<file path="config.mk">
export PLATFORM = sky130hd
export DESIGN_NAME = rtce_seq
export DESIGN_NICKNAME = d
export VERILOG_FILES = /design/src/rtl/rnn_tanh_cell_encoder_defines.svh /design/src/rtl/rtce_pkg.sv /design/src/rtl/rtce_seq.sv
export SDC_FILE = /design/constraint.sdc
export NUM_CORES = 1
export LEC_CHECK = 0
export ABC_AREA = 1
export BUFFER_PORTS_ARGS = -buffer_cell sky130_fd_sc_hd__buf_2
export CORE_AREA = 2 2 39 41
export DETAILED_ROUTE_END_ITERATION = 8
export DIE_AREA = 0 0 41 43
export SYNTH_ARGS = -nofsm -noshare
export SYNTH_HDL_FRONTEND = slang
export SYNTH_SLANG_ARGS = --single-unit
</file>
<file path="constraint.sdc">
create_clock -name clk -period 1 [get_ports clk]
set_input_delay 0.2 -clock clk [delete_from_list [all_inputs] [get_ports clk]]
set_output_delay 0.2 -clock clk [all_outputs]
set_load 0.005 [all_outputs]
</file>
<file path="src/rtl/rnn_tanh_cell_encoder_defines.svh">
// Assertion macros used by the top of the encoder RTL.
// Each macro expects signals named clk and rst_n in the scope where it is used.
`ifndef RNN_TANH_CELL_ENCODER_DEFINES_SVH
`define RNN_TANH_CELL_ENCODER_DEFINES_SVH

// Same-cycle implication, disabled while reset is asserted.
`define RTCE_ASSERT_IMPL(lbl, ante, cons, msg) \
  lbl: assert property (@(posedge clk) disable iff (!rst_n) (ante) |-> (cons)) else $error(msg);

// Next-cycle implication, disabled while reset is asserted.
`define RTCE_ASSERT_NEXT(lbl, ante, cons, msg) \
  lbl: assert property (@(posedge clk) disable iff (!rst_n) (ante) |=> (cons)) else $error(msg);

`endif

</file>
<file path="src/rtl/rtce_pkg.sv">
// Package for the recurrent tanh encoder: widths, register indexes, the
// sequencer states, the control struct and the tanh segment table. No dependencies.
package rtce_pkg;

  localparam int UNITS_MAX = 4;
  localparam int Q_W       = 16;   // Q3.12 sample and weight width
  localparam int H_W       = 14;   // hidden value width, -4096..4096
  localparam int CFG_W     = 64;
  localparam int CFG_IDX_W = 3;
  localparam int ACC_W     = 34;   // exact sum of bias and up to five products
  localparam int LUT_W     = 12;   // table entries stay below 4096
  localparam int FRAC_W    = 10;
  localparam int SEG_W     = 4;
  localparam int DIFF_W    = 10;   // largest neighbor difference is 1003
  localparam int PROD_W    = DIFF_W + FRAC_W;

  localparam logic [CFG_IDX_W-1:0] CFG_INPUT_WEIGHTS = 3'd0;
  localparam logic [CFG_IDX_W-1:0] CFG_BIAS_VALUES   = 3'd1;
  localparam logic [CFG_IDX_W-1:0] CFG_REC_ROW_0     = 3'd2;
  localparam logic [CFG_IDX_W-1:0] CFG_REC_ROW_1     = 3'd3;
  localparam logic [CFG_IDX_W-1:0] CFG_REC_ROW_2     = 3'd4;
  localparam logic [CFG_IDX_W-1:0] CFG_REC_ROW_3     = 3'd5;

  localparam logic [H_W-2:0] ONE_Q12 = 13'd4096;

  typedef enum logic [2:0] {
    ST_IDLE,
    ST_MAC,
    ST_TH1,
    ST_TH2,
    ST_FIN
  } rtce_state_t;

  // Control from the sequencer to every cell of the ring.
  typedef struct packed {
    logic       load;    // beat accepted: seed accumulator, load ring
    logic       clear;   // start of sequence: ring starts from zero
    logic       mac;     // one recurrent product, ring shifts
    logic [1:0] step;    // ring position during the MAC phase
    logic       th1;     // magnitude and rounding
    logic       th2;     // segment interpolation product
    logic       commit;  // new hidden value takes effect
    logic       emit;    // commit of a last beat, result is loaded
  } rtce_ctl_t;

  // round(4096 * tanh(k / 4)) for k = 0..16.
  function automatic logic [LUT_W-1:0] tanh_lut(input logic [SEG_W:0] k);
    logic [LUT_W-1:0] v;
    case (k)
      5'd0:    v = 12'd0;
      5'd1:    v = 12'd1003;
      5'd2:    v = 12'd1893;
      5'd3:    v = 12'd2602;
      5'd4:    v = 12'd3119;
      5'd5:    v = 12'd3475;
      5'd6:    v = 12'd3707;
      5'd7:    v = 12'd3856;
      5'd8:    v = 12'd3949;
      5'd9:    v = 12'd4006;
      5'd10:   v = 12'd4041;
      5'd11:   v = 12'd4062;
      5'd12:   v = 12'd4076;
      5'd13:   v = 12'd4084;
      5'd14:   v = 12'd4089;
      5'd15:   v = 12'd4091;
      5'd16:   v = 12'd4093;
      default: v = 12'd4093;
    endcase
    return v;
  endfunction

endpackage

</file>
<file path="src/rtl/rtce_seq.sv">
// Sequencer of the encoder: walks one beat through seed, MAC ring, tanh and commit.
// Depends on rtce_pkg for the state enum and the control struct.
module rtce_seq import rtce_pkg::*; #(
  parameter int UNITS = 4
) (
  input  logic      clk,
  input  logic      rst_n,
  input  logic      in_valid,
  input  logic      in_first,
  input  logic      in_last,
  input  logic      out_busy,
  output logic      in_ready,
  output rtce_ctl_t ctl
);

  rtce_state_t state_r, state_nxt;
  logic [1:0]  cnt_r, cnt_nxt;
  logic        last_r, last_nxt;

  // State, ring position and the held last flag.
  always_ff @(posedge clk) begin
    if (!rst_n) begin
      state_r <= ST_IDLE;
      cnt_r   <= '0;
      last_r  <= 1'b0;
    end else begin
      state_r <= state_nxt;
      cnt_r   <= cnt_nxt;
      last_r  <= last_nxt;
    end
  end

  // Next state and cell controls.
  always_comb begin
    state_nxt  = state_r;
    cnt_nxt    = cnt_r;
    last_nxt   = last_r;
    in_ready   = 1'b0;
    ctl        = '0;
    ctl.step   = cnt_r;
    case (state_r)
      ST_IDLE: begin
        in_ready  = 1'b1;
        ctl.load  = in_valid;
        ctl.clear = in_first;
        if (in_valid) begin
          last_nxt  = in_last;
          cnt_nxt   = '0;
          state_nxt = ST_MAC;
        end
      end
      ST_MAC: begin
        ctl.mac = 1'b1;
        if (cnt_r == 2'(UNITS - 1)) begin
          state_nxt = ST_TH1;
        end else begin
          cnt_nxt = cnt_r + 2'd1;
        end
      end
      ST_TH1: begin
        ctl.th1   = 1'b1;
        state_nxt = ST_TH2;
      end
      ST_TH2: begin
        ctl.th2   = 1'b1;
        state_nxt = ST_FIN;
      end
      ST_FIN: begin
        // A last beat waits here until the result register is free.
        if (!last_r || !out_busy) begin
          ctl.commit = 1'b1;
          ctl.emit   = last_r;
          state_nxt  = ST_IDLE;
        end
      end
      default: begin
        state_nxt = ST_IDLE;
      end
    endcase
  end

endmodule

</file>
======== Word level (Yosys, flattened, before mapping) ========
Cells that the tools add are included.
Widths: inputs -> output; s select.
storage, ports and cells
  bits in read-only memories .............. 0
  flip-flop bits (word level) ............. 6
  latch bits .............................. 0
  memory bits (writable) .................. 0
  input bits .............................. 6
  output and inout bits ................... 10
  memories kept ........................... 0
operators by class
  eq/ne operators ......................... 9
  shift operators ......................... 0
  $add $sub $neg .......................... 1
  muxes and demuxes ....................... 14
  multiply operators ...................... 0
  div/mod/pow operators ................... 0
  reductions and logical operators ........ 8
  $lt $le $gt $ge ......................... 0
  bitwise gates (word level) .............. 0
operators with widths
  cell                 number
  $pmux 3 s5           1
  $mux 2               5
  $mux 3               3
  $ne 2x2->1 const B   4
  $eq 3x2->1 const B   2
  $reduce_and 3->1     2
  $mux 1               4
  $pmux 2 s2           1
  $eq 3x1->1 const B   1
  $eq 3x3->1 const B   1
  $logic_not 3->1      1
  $add 2x1->2 const B  1
  $eq 2x2->1 const B   1
  $logic_not 1->1      2
  $reduce_and 2->1     1
  $reduce_bool 2->1    1
  $logic_or 1x1->1     1

======== Logic depth before layout (Yosys ltp) ========
  depth in word-level cells ............... 4
  depth in mapped cells ................... 8
  gate-level depth less buffers ........... 8

======== Least setup slack after synthesis ========
No wires, ideal clock.
  kind .................................... reg2reg
  start ................................... register cnt_r[0]
  end ..................................... register cnt_r[0]
  arrival time ............................ 923 ps
  clock period less this slack ............ 1036 ps
  path slack .............................. -36 ps
  stages on the path, launching flop included .. 8
  data required time ...................... 887 ps
  path buffers ............................ 0
  setup time .............................. 113 ps
  path through ............................ dfxtp_1 ha_1 inv_1 nand3_1 nand2_1 inv_1 nor2_1 nor2_1
between the ends
  cells in the longest elaborated chain, start to end .. 3
RTL lines
  what                                            RTL line                        text
  start: declaration                              rtce_seq.sv:17                  logic [1:0] cnt_r, cnt_nxt;
  start signal: assignment                        rtce_seq.sv:28                  cnt_r <= cnt_nxt;
  $add 2x1->2 or $eq 2x2->1 (tied branches)       rtce_seq.sv:57, rtce_seq.sv:54
  $mux 2 or $ne 2x2->1 (tied branches)            n/a
  $pmux 2 s2 or $reduce_and 3->1 (tied branches)  n/a
Parallel ways exist; a longest one is shown, timed or not. The select of a mux whose other input is x is not followed.
A chain may end at the register's enable or synchronous reset.

==> results.yml <==
worst_setup_path:
  ff2ff_path_depth: 9
  path_max_fanout: 3
  setup.worst_path.end_class: "output pin"
  critPathTopFamily: "flip-flops"
  worst-path-stages: 6
  cpMaxStageDelayCell: "dfxtp_4"
  arrival_ns: 1.05
  critPathMaxStageDelay_ns: 0.36
  cp.buffers_inverters: 3
  cpMostUsedCell: "nand2_4"
  crit_path_cell_trace: "inv_4 > nand2_4 > nor2_4 > nand2_4 > inv_2 > buf_6"
  worstPathRequired_ns: 0.80
  crit_type: "reg -> out"
  worstSetupStartpointType: "flop"
route:
  wl_per_cell_um: 9.41
  antenna_left: 0
  post-route-drc-count: 0
  vias: 463
  vias_per_cell: 4.45
  routed_wl_um: 979
  first_pass_iters: 3
  drt_iter0_drc: 7
die:
  core_mm2: 0.00138
  ioPinCount: 16
  fp.dieH_um: 43
  fp.dieArea_mm2: 0.00176
  die_width_um: 41
  rows: 14
  initial_core_util_pct: 26.6
pwr:
  pwr-share-clk_pct: 12.9
  p_total_mw: 1.79
  comb_power_share_pct: 63.8
  ir_drop_mv: 0.864
  p_sw_share_pct: 39.7
  power_density_mw_per_mm2: 2480
  p_int_mw: 1.08
  leakage_nw: 0.385
  p_switching_mw: 0.712
  seq_power_share_pct: 23.2
cells_and_area:
  n_fill_cell: 145
  nets: 97
  stdcell_area_um2: 723
  area_delta_synth_final_pct: 96.6
  drive_gt1_share_pct: 69.3
  utilization_pct: 52.3
  fin_cells: 104
  diodes: 0
placed_design:
  place.gp.congestion: 0.671
  dp.cells: 97
  dp_slack_ns: -0.109
  dpl_cell_area_um2: 539
  dp.final_hpwl_um: 710
  io_buffers: 15
global_routing:
  grt_pass1_wl_um: 1480
  grt_usage_pct: 12.9
  antenna_found_initial: 0
  grt_pass1_vias: 401
  grt_remaining_overflow: 0
  grt_max_degree: 6
clock_network:
  tritoncts: "yes"
  insertion_delay_ns: 0.25
  cts_buffers: 3
  cts_root_buffer: "clkbuf_4"
  clkSinkCount: 6
  ctsHoldBuffers: 0
  clock_path_buffers: 2
  htreeDepth: 1
  clkTransAtPathRegs_ns: 0.05
yosys:
  synth_area_um2: 368
  postSynthCellCount: 58
  yosys_warnings: 0
  synth.distinct_cells: 16
  synth-seq-cells: 6
  synth_nets: 65
  synth-seq-area-share_pct: 32.7
  avgSynthCellArea_um2: 6.34
flow_run:
  max_cap_violations: 0
sta:
  min_period_ns: 1.25
  slew_headroom_pct: 90.5
  timing.final.ws_setup_ns: -0.250
  skew_ns: 0.00126
  max_freq_ghz: 0.800
  fin_crit_sh_pct: 125
  rsz0062_at_grt: "true"
  setup_violations: 13
  worst_pin_slew_ns: 0.142
  drv_slew: 0
  hold_viol_final: 0
worst_hold_path:
  hp-class: "in -> reg"
  hold_depth: 3
status:
  status: "finished with violations"
  violations: "negative setup slack"
cell usage after synthesis:
| cell type | count | area [µm²] |
|---|---|---|
| nor3b_2 | 1 | 12.5 |
| nand2_1 | 11 | 41.3 |
| inv_2 | 1 | 3.75 |
| nor2_1 | 10 | 37.5 |
| nand3_1 | 4 | 20.0 |
| and3_2 | 1 | 7.51 |
| nand3_2 | 1 | 10.0 |
| dfxtp_1 | 6 | 120 |
| o21ai_0 | 1 | 5.00 |
| nand3b_1 | 2 | 15.0 |
| a21oi_1 | 2 | 10.0 |
| nand2_2 | 1 | 6.26 |
| nor3_1 | 1 | 5.00 |
| nor2_2 | 2 | 12.5 |
| inv_1 | 13 | 48.8 |
| ha_1 | 1 | 12.5 |
cells in the final DEF, fill, tap and decap left out:
cell	n
a21oi_1	1
a21oi_2	1
and3_4	1
buf_2	11
buf_4	6
buf_6	10
clkbuf_4	3
dfxtp_1	1
dfxtp_2	3
dfxtp_4	2
ha_2	1
inv_1	9
inv_2	4
inv_4	1
nand2_1	6
nand2_2	4
nand2_4	2
nand3_1	2
nand3_2	1
nand3_4	2
nand3b_1	2
nor2_1	6
nor2_2	4
nor2_4	2
nor3_2	1
nor3b_2	1
o21ai_2	1
worst paths after layout:
check	slack, ns	startpoint	to
max	-0.25	state_r[0]$_SDFFE_PN0P_	ctl[8]
min	0.21	rst_n	last_r$_SDFFE_PN0P_
max reg2reg	-0.13	state_r[0]$_SDFFE_PN0P_	cnt_r[1]$_SDFFE_PN0P_
min reg2reg	0.48	last_r$_SDFFE_PN0P_	last_r$_SDFFE_PN0P_
cell type report:
cell class | count | area [µm²] | share of cell area (%)
multi-input combinational | 38 | 282 | 38.9
timing repair buffer | 27 | 213 | 29.4
sequential | 6 | 131 | 18.2
inverter | 14 | 55.1 | 7.61
clock buffer | 3 | 22.5 | 3.11
tap | 16 | 20.0 | 2.77
metal layers:
layer	global-route usage [%]	part of all wire [%]
met3	1.57	5.4
met1	14.1	43
met5	0	0
met2	20.0	48
met4	12.0	3.7
tightest hold or removal path, stage by stage:
cell	delay [ns]
buf_2	0.13
o21ai_2	0.05
a21oi_1	0.03
registers in the layout (all words and copies together), names as in the netlist:
signal,flops
last_r,1
state_r,3
cnt_r,2
power groups by stage:
stage               logic (mW)  clock network, mW  registers (mW)
floorplan                0.460                  0           0.379
global placement         0.750                  0           0.373
detailed placement       0.758                  0           0.375
CTS                       1.03              0.242           0.409
global route              1.26              0.259           0.428
finish                    1.14              0.231           0.416
repair_timing:
| item | CTS | global route |
|---|---|---|
| resized for setup | 29 | 11 |
| setup buffers | 3 | 2 |
| setup endpoints to repair | 16 | 16 |
| pin swaps | 7 | 2 |
logic make-up (layout without fill, tap and decap cells):
kind of cell    Yosys count  after routing  share of synthesized area, %
compound gates            3              3                          4.08
fa+ha+maj                 1              1                          3.40
buf+inv                  14             44                          14.3
flops                     6              6                          32.7
simple gates             34             34                          45.6
metrics by stage:
stage | hold slack [ns] | setup TNS (ns)
after CTS | 0.208 | -2.45
final | 0.211 | -2.19
after floorplan | 0.313 | -0.00105
after detailed placement | 0.471 | -0.591
after global placement | 0.460 | -0.429
after global routing | 0.235 | -3.03
No activity file was read; power rests on OpenSTA's default activity.
