### config.mk
export PLATFORM = sky130hd
export DESIGN_NAME = rtce_cell
export DESIGN_NICKNAME = d
export VERILOG_FILES = /design/src/rtl/rnn_tanh_cell_encoder_defines.svh /design/src/rtl/rtce_pkg.sv /design/src/rtl/rtce_cell.sv
export SDC_FILE = /design/constraint.sdc
export NUM_CORES = 1
export LEC_CHECK = 0
export BUFFER_PORTS_ARGS = -buffer_cell sky130_fd_sc_hd__buf_2
export CAP_MARGIN = 15
export CORE_MARGIN = 2
export CORE_UTILIZATION = 40
export CTS_CLUSTER_DIAMETER = 30
export DETAILED_ROUTE_END_ITERATION = 7
export HOLD_SLACK_MARGIN = 0.02
export PLACE_DENSITY_LB_ADDON = 0.3
export SLEW_MARGIN = 20
export SYNTH_ARGS = -nofsm -noshare
export SYNTH_HDL_FRONTEND = slang
export SYNTH_SLANG_ARGS = --single-unit
export TNS_END_PERCENT = 50
### constraint.sdc
create_clock -name clk -period 11.3 [get_ports clk]
set_input_delay 0.565 -clock clk [delete_from_list [all_inputs] [get_ports clk]]
set_output_delay 0.565 -clock clk [all_outputs]
set_load 0.05 [all_outputs]
### src/rtl/rnn_tanh_cell_encoder_defines.svh
// Assertion macros used by the top of the encoder RTL.
// Each macro expects signals named clk and rst_n in the scope where it is used.
`ifndef RNN_TANH_CELL_ENCODER_DEFINES_SVH
`define RNN_TANH_CELL_ENCODER_DEFINES_SVH

// Same-cycle implication, disabled while reset is asserted.
`define RTCE_ASSERT_IMPL(lbl, ante, cons, msg) \
  lbl: assert property (@(posedge clk) disable iff (!rst_n) (ante) |-> (cons)) else $error(msg);

// Next-cycle implication, disabled while reset is asserted.
`define RTCE_ASSERT_NEXT(lbl, ante, cons, msg) \
  lbl: assert property (@(posedge clk) disable iff (!rst_n) (ante) |=> (cons)) else $error(msg);

`endif

### src/rtl/rtce_pkg.sv
// Package for the recurrent tanh encoder: widths, register indexes, the
// sequencer states, the control struct and the tanh segment table. No dependencies.
package rtce_pkg;

  localparam int UNITS_MAX = 4;
  localparam int Q_W       = 16;   // Q3.12 sample and weight width
  localparam int H_W       = 14;   // hidden value width, -4096..4096
  localparam int CFG_W     = 64;
  localparam int CFG_IDX_W = 3;
  localparam int ACC_W     = 34;   // exact sum of bias and up to five products
  localparam int LUT_W     = 12;   // table entries stay below 4096
  localparam int FRAC_W    = 10;
  localparam int SEG_W     = 4;
  localparam int DIFF_W    = 10;   // largest neighbor difference is 1003
  localparam int PROD_W    = DIFF_W + FRAC_W;

  localparam logic [CFG_IDX_W-1:0] CFG_INPUT_WEIGHTS = 3'd0;
  localparam logic [CFG_IDX_W-1:0] CFG_BIAS_VALUES   = 3'd1;
  localparam logic [CFG_IDX_W-1:0] CFG_REC_ROW_0     = 3'd2;
  localparam logic [CFG_IDX_W-1:0] CFG_REC_ROW_1     = 3'd3;
  localparam logic [CFG_IDX_W-1:0] CFG_REC_ROW_2     = 3'd4;
  localparam logic [CFG_IDX_W-1:0] CFG_REC_ROW_3     = 3'd5;

  localparam logic [H_W-2:0] ONE_Q12 = 13'd4096;

  typedef enum logic [2:0] {
    ST_IDLE,
    ST_MAC,
    ST_TH1,
    ST_TH2,
    ST_FIN
  } rtce_state_t;

  // Control from the sequencer to every cell of the ring.
  typedef struct packed {
    logic       load;    // beat accepted: seed accumulator, load ring
    logic       clear;   // start of sequence: ring starts from zero
    logic       mac;     // one recurrent product, ring shifts
    logic [1:0] step;    // ring position during the MAC phase
    logic       th1;     // magnitude and rounding
    logic       th2;     // segment interpolation product
    logic       commit;  // new hidden value takes effect
    logic       emit;    // commit of a last beat, result is loaded
  } rtce_ctl_t;

  // round(4096 * tanh(k / 4)) for k = 0..16.
  function automatic logic [LUT_W-1:0] tanh_lut(input logic [SEG_W:0] k);
    logic [LUT_W-1:0] v;
    case (k)
      5'd0:    v = 12'd0;
      5'd1:    v = 12'd1003;
      5'd2:    v = 12'd1893;
      5'd3:    v = 12'd2602;
      5'd4:    v = 12'd3119;
      5'd5:    v = 12'd3475;
      5'd6:    v = 12'd3707;
      5'd7:    v = 12'd3856;
      5'd8:    v = 12'd3949;
      5'd9:    v = 12'd4006;
      5'd10:   v = 12'd4041;
      5'd11:   v = 12'd4062;
      5'd12:   v = 12'd4076;
      5'd13:   v = 12'd4084;
      5'd14:   v = 12'd4089;
      5'd15:   v = 12'd4091;
      5'd16:   v = 12'd4093;
      default: v = 12'd4093;
    endcase
    return v;
  endfunction

endpackage

### src/rtl/rtce_cell.sv
// One hidden unit of the ring: accumulator, one multiplier, tanh stages and its state.
// Depends on rtce_pkg for widths, the control struct and the tanh table.
module rtce_cell import rtce_pkg::*; #(
  parameter int UNITS = 4,
  parameter int IDX   = 0
) (
  input  logic                  clk,
  input  logic                  rst_n,
  input  rtce_ctl_t             ctl_i,
  input  logic signed [Q_W-1:0] sample_i,
  input  logic [Q_W-1:0]        weight_i,
  input  logic [Q_W-1:0]        bias_i,
  input  logic [CFG_W-1:0]      row_i,
  input  logic signed [H_W-1:0] ring_i,
  output logic signed [H_W-1:0] ring_o,
  output logic signed [H_W-1:0] hid_nxt_o
);

  logic signed [H_W-1:0]   h_r;
  logic signed [H_W-1:0]   ring_r;
  logic signed [ACC_W-1:0] acc_r, acc_nxt;
  logic                    neg_r, sat_r, neg2_r, sat2_r;
  logic [SEG_W-1:0]        seg_r;
  logic [FRAC_W-1:0]       frac_r;
  logic [PROD_W-1:0]       prod_r;
  logic [LUT_W-1:0]        base_r;

  logic [2:0]              jsum;
  logic [1:0]              jidx;
  logic signed [Q_W-1:0]   rec_w, mul_a, mul_b;
  logic signed [2*Q_W-1:0] mul_p;
  logic signed [ACC_W-1:0] bias_ext, acc_base;
  logic [ACC_W-1:0]        mag, rnd;
  logic [ACC_W-13:0]       mq;
  logic [LUT_W-1:0]        t_lo, t_hi;
  logic [DIFF_W-1:0]       diff;
  logic [PROD_W:0]         prod_rnd;
  logic [H_W-2:0]          ymag;

  // Column of the hidden value that sits in this cell at the current ring step.
  assign jsum  = 3'(IDX) + {1'b0, ctl_i.step};
  assign jidx  = (jsum >= 3'(UNITS)) ? 2'(jsum - 3'(UNITS)) : jsum[1:0];
  assign rec_w = row_i[{jidx, 4'b0000} +: Q_W];

  // Shared multiplier: input weight times sample on load, else a recurrent term.
  assign mul_a    = ctl_i.load ? signed'(weight_i) : rec_w;
  assign mul_b    = ctl_i.load ? sample_i : Q_W'(ring_r);
  assign mul_p    = mul_a * mul_b;
  assign bias_ext = {{(ACC_W - Q_W - 12){bias_i[Q_W-1]}}, bias_i, 12'b0};
  assign acc_base = ctl_i.load ? bias_ext : acc_r;
  assign acc_nxt  = acc_base + {{(ACC_W - 2*Q_W){mul_p[2*Q_W-1]}}, mul_p};

  // Magnitude rounded half away from zero to Q.12.
  assign mag = acc_r[ACC_W-1] ? ACC_W'(-acc_r) : ACC_W'(acc_r);
  assign rnd = mag + ACC_W'(2048);
  assign mq  = rnd[ACC_W-1:12];

  // Table neighbors of the segment.
  assign t_lo = tanh_lut({1'b0, seg_r});
  assign t_hi = tanh_lut({1'b0, seg_r} + 5'd1);
  assign diff = DIFF_W'(t_hi - t_lo);

  // Interpolated, saturated and signed result.
  assign prod_rnd  = {1'b0, prod_r} + (PROD_W + 1)'(512);
  assign ymag      = sat2_r ? ONE_Q12 : (H_W - 1)'(base_r) + (H_W - 1)'(prod_rnd[PROD_W:10]);
  assign hid_nxt_o = neg2_r ? -signed'({1'b0, ymag}) : signed'({1'b0, ymag});
  assign ring_o    = ring_r;

  // Hidden state.
  always_ff @(posedge clk) begin
    if (!rst_n) begin
      h_r <= '0;
    end else if (ctl_i.commit) begin
      h_r <= hid_nxt_o;
    end
  end

  // Accumulator and ring register.
  always_ff @(posedge clk) begin
    if (ctl_i.load) begin
      acc_r  <= acc_nxt;
      ring_r <= ctl_i.clear ? '0 : h_r;
    end else if (ctl_i.mac) begin
      acc_r  <= acc_nxt;
      ring_r <= ring_i;
    end
  end

  // Tanh pipeline: rounding and segment split, then the interpolation product.
  always_ff @(posedge clk) begin
    if (ctl_i.th1) begin
      neg_r  <= acc_r[ACC_W-1];
      sat_r  <= |mq[ACC_W-13:14];
      seg_r  <= mq[13:10];
      frac_r <= mq[9:0];
    end
    if (ctl_i.th2) begin
      neg2_r <= neg_r;
      sat2_r <= sat_r;
      base_r <= t_lo;
      prod_r <= diff * frac_r;
    end
  end

endmodule

# Word-level counts from Yosys, hierarchy flattened
# Memories as Yosys holds them, arrays and structs flattened. A register that Yosys moved wholly into a read port is not among the register bits.
# Cells that the tools add are included.
dict set report totals {
  out_inout_bits 28
  inputBits 137
  n_memories 2
  word_cells 41
  reg_bits 112
  romBits 576
}
# name words word_bits rd rd_clocked_by_memory_dff write_ports line
set mem_list {}
lappend mem_list {{(name not given)} 32 12 1 0 0 rtce_pkg.sv:49} ;# case (k)
lappend mem_list {{(name not given)} 16 12 1 1 0 rtce_pkg.sv:49}
dict set report op_classes {
  shift 1
  mul 2
  n_reduce_logical 2
  n_lt_le_gt_ge 1
  add_sub_neg 9
  mux 13
}
# op count
set ops {}
lappend ops {{$mux W34} 4}
lappend ops {{$shiftx A64 B7 Y16} 1}
lappend ops {{$mux W14} 4}
lappend ops {{$add A34 B12 Y34 const B} 1}
lappend ops {{$add A34 B34 Y34} 1}
lappend ops {{$neg A34 Y34} 1}
lappend ops {{$mul A16 B16 Y32} 1}
lappend ops {{$mux W16} 2}
lappend ops {{$add A20 B10 Y21 const B} 1}
lappend ops {{$mul A10 B10 Y20} 1}
lappend ops {{$neg A13 Y14} 1}
lappend ops {{$add A12 B11 Y13} 1}
lappend ops {{$mux W13} 1}
lappend ops {{$sub A10 B10 Y10} 1}
lappend ops {{$reduce_or A8 Y1} 1}
lappend ops {{$add A4 B1 Y5 const B} 1}
lappend ops {{$mux W4} 1}
lappend ops {{$ge A2 B3 Y1 const B} 1}
lappend ops {{$mux W2} 1}
lappend ops {{$reduce_bool A2 Y1} 1}
lappend ops {{$sub A2 B1 Y2 const B} 1}

# Depth between registers and ports, before layout
dict set report logic_depth {
  ltp_word 8
  depth_mapped 37
  mapped_depth_nobuf 35
}

# Worst setup path before layout
# Ideal clock, no wire load.
dict set report synth_path {
  kind {input to register}
  start {in ctl_i[4] in the netlist's numbering}
  end {reg acc_r[33] (data pin)}
  setup_slack_ns 1.573
  setup_ns 0.265
  required_ns 11.035
  cell_stages 34
  arrival_ns 9.462
  n_path_buf 2
  cell_sequence {clkbuf_1 > buf_1 > mux4_2 > mux2i_1 > nor2_1 > fa_1 > inv_1 > fa_1 > fa_1 > inv_1 > fa_1 > fa_1 > inv_1 > fa_1 > inv_1 > ha_1 > a21o_1 > a21o_1 > a221oi_1 > nand2_1 > a21o_1 > a211oi_1 > nor3_1 > ha_1 > and4_1 > nand2_1 > o21ai_0 > a41oi_1 > a2bb2oi_1 > o311ai_0 > a311o_1 > a2111o_1 > o211ai_1 > xor2_1}
}
dict set report synth_via {
  elab_chain_cells 8
  word_cells_on_any_way 9
  cone_classes {add/sub: 2; mul: 1; order compare: 1; shift: 1; mux: 4}
}
# item line
set synth_lines {}
lappend synth_lines {{from (decl)} rtce_cell.sv:9} ;# input rtce_ctl_t ctl_i,
lappend synth_lines {{$ge A2 B3 Y1 / $sub A2 B1 Y2 (equally long branches)} rtce_cell.sv:42} ;# assign jidx = (jsum >= 3'(UNITS)) ? 2'(jsum - 3'(UNITS)) : jsum[1:0];
lappend synth_lines {{$mux W2 *} rtce_cell.sv:42}
lappend synth_lines {{$shiftx A64 B7 Y16 *} rtce_cell.sv:43} ;# assign rec_w = row_i[{jidx, 4'b0000} +: Q_W];
lappend synth_lines {{$mux W16 *} rtce_cell.sv:46} ;# assign mul_a = ctl_i.load ? signed'(weight_i) : rec_w;
lappend synth_lines {{$mul A16 B16 Y32 *} rtce_cell.sv:48} ;# assign mul_p = mul_a * mul_b;
lappend synth_lines {{$add A34 B34 Y34 *} rtce_cell.sv:51} ;# assign acc_nxt = acc_base + {{(ACC_W - 2*Q_W){mul_p[2*Q_W-1]}}, mul_p};
lappend synth_lines {{net acc_nxt[33]} rtce_cell.sv:21} ;# logic signed [ACC_W-1:0] acc_r, acc_nxt;
lappend synth_lines {{$mux W34} rtce_cell.sv:83} ;# end else if (ctl_i.mac) begin
lappend synth_lines {{$mux W34 *} rtce_cell.sv:80} ;# if (ctl_i.load) begin
lappend synth_lines {{to (signal assigned)} rtce_cell.sv:81} ;# acc_r <= acc_nxt;
lappend synth_lines {{to (signal assigned)} rtce_cell.sv:84} ;# acc_r <= acc_nxt;
lappend synth_lines {{to (decl)} rtce_cell.sv:21}
# The timed path passes the listed nets; every way through them passes the cells marked *. The select of a mux whose other input is x is not followed.
# A chain may end at the register's enable or synchronous reset.

# Worst setup path in the final report
# Ends and elaborated chain as after synthesis.

==> impl_metrics.tcl <==
set metrics [dict create \
    firstDrtPassIters 6 \
    syn_area_um2 22800 \
    yosysSeqAreaShare_pct 14.0 \
    syn_area_per_cell_um2 8.91 \
    async_reset_ff_share_pct 0 \
    critPathKind "input pin to flop" \
    final_cell_mix "inv_1, fa_1, nand2_1" \
    grt_pass1_vias 18800 \
    cts_tree "built" \
    skew_ps 14.7 \
    finalCriticalPeriod_ps 10060 \
    via_per_inst 5.32 \
    hold_viol 0 \
    grt_max_degree 58 \
    wl_per_cell_um 16.9 \
    finalInstanceArea_um2 25000 \
    ys.flop_type "edfxtp_1" \
    slew_headroom_pct 22.9 \
    slowest_delay_ps 720 \
    post-route-drc-count 0 \
    place.gp.congestion 0.889 \
    synthTopCellsByArea "fa_1, edfxtp_1, ha_1" \
    cts_buffer_depth 2 \
    hpwl_mm 48.7 \
    overflow 0 \
    cts_inserted_buffers 17 \
    required_ps 11470 \
    synth-seq-cells 115 \
    post_cts.repair.setup_buffers 0 \
    top_usage_layer "met2" \
    met1_usage_pct 27.9 \
    dieArea_um2 59000 \
    max_freq_mhz 99.4 \
    met2_usage_pct 33.5 \
    startpoint_type "input pin" \
    totalNegativeSetupSlack_ps 0 \
    antenna_found_initial 1 \
    port_buffers 163 \
    drv_cap 0 \
    setup_viol 0 \
    crit_path_top_delay_cell "mux2i_1" \
    cts_htree_levels 4 \
    syn-num-nets 3231 \
    die_w_um 243 \
    start_util_pct 40.5 \
    crit_fanout 16 \
    place_area_um2 24500 \
    antenna_cells 0 \
    ys.warnings.count 0 \
    synth_edf_count 89 \
    synth_top_cell_by_area "fa_1" \
    nNetsFinal 3361 \
    whs_ps 410 \
    num_rows 87 \
    grt_pass1_wl_mm 96.8 \
    routed_wl_mm 58.4 \
    worst_slew_pin_slew_ps 1150 \
    layout_commonest_cell "inv_1" \
    cp.arrival_ps 10240 \
    met3_usage_pct 3.25 \
    synthCells 2562 \
    synth_top_area_share_pct 28.6 \
    final_antenna_net_count 0 \
    area_delta_synth_final_pct 9.67 \
    ys_types 89 \
    vias 18400 \
    critPathCaptureType "flop" \
    clk_pin_slew_ps 70 \
    die_h_um 243 \
    initialDrtViolationCount 1163 \
    slew_viol_final 0 \
    ios 165 \
    drive_gt1_share_pct 11.6 \
    ctsHoldBuffers 0 \
    rsz0062_at_grt "no" \
    cts_resized 0 \
    cts_num_sinks 115 \
    post-route-period-util_pct 89.0 \
    hold_path.class "flop to flop" \
    outcome "completed" \
    root_buffer "clkbuf_16" \
    core_region_area_um2 56400 \
    crit_top_cell "fa_1" \
    track_usage_pct 20.3 \
    clk_latency_ps 430 \
    utilization_pct 44.4 \
]
## cell families (layout without fill, tap and decap cells)
| group | count (synthesis) | after routing | share of synthesized area [%] |
|---|---|---|---|
| adder cells (fa/ha/maj) | 533 | 533 | 39.9 |
| buffers and inverters | 550 | 693 | 9.11 |
| AO/OA/AOI/OAI | 382 | 382 | 11.2 |
| XOR/XNOR | 131 | 131 | 5.03 |
| flip-flops | 115 | 115 | 14.0 |
| AND/OR/NAND/NOR | 757 | 757 | 15.5 |
| multiplexers | 94 | 94 | 5.23 |
## worst max-delay path: cells and delay by family
family          cells  cell delay [ps]
simple gates        3              600
buf+inv             5              630
mux                 2             1300
fa+ha+maj           8             3820
compound gates     12             3230
xor+xnor            1               90
## flip-flops by register name, summed over array words and instances, names as in the netlist, 4 cells and up
signal	count
acc_r	34
t_lo	12
base_r	12
prod_r	11
seg_r	4
frac_r	10
h_r	14
ring_o	14
## area by class of cell
cell class,count,area (um2)
Inverter,473,1780
Clock inverter,13,97.6
Clock buffer,19,454
Sequential cell,115,3190
Tap cell,756,946
Multi-Input combinational cell,1897,17600
Fill cell,5623,31400
Timing Repair Buffer,188,1010
## metrics by stage
step	instances	setup WS [ps]
global route	3461	776
detailed placement	3429	978
finish	3461	1240
CTS	3461	1420
floorplan	2562	1570
global placement	3429	1120
## synthesized netlist by cell type, types with 37 or more instances
cell      instances
edfxtp_1         89
xnor2_1          95
clkbuf_1         64
inv_1           469
a21oi_1          92
mux2_2           41
nor2_1          221
nor3_1           43
o21ai_0          71
fa_1            326
nand2_1         268
and2_1           37
ha_1            206
## final timing paths
path / start / to / slack, ps / cells after the start
min: t_lo[10] / base_r[10] / 410 / 0
max: ctl_i[4] / acc_r[33] / 1240 / 31
max reg2reg: ring_o[13] / acc_r[33] / 1830 / 30
min reg2reg: t_lo[10] / base_r[10] / 410 / 0
## per-layer routing
layer  up-vias  part of all wire (%)
met3        76                   5.8
met2       571                    47
met4         0                   2.1
li1       8635                     -
met1      9123                    45
met5         -                     0
Power is not shown: default switching activity piles up to over one toggle a cycle in this logic, so the estimate is an artifact.
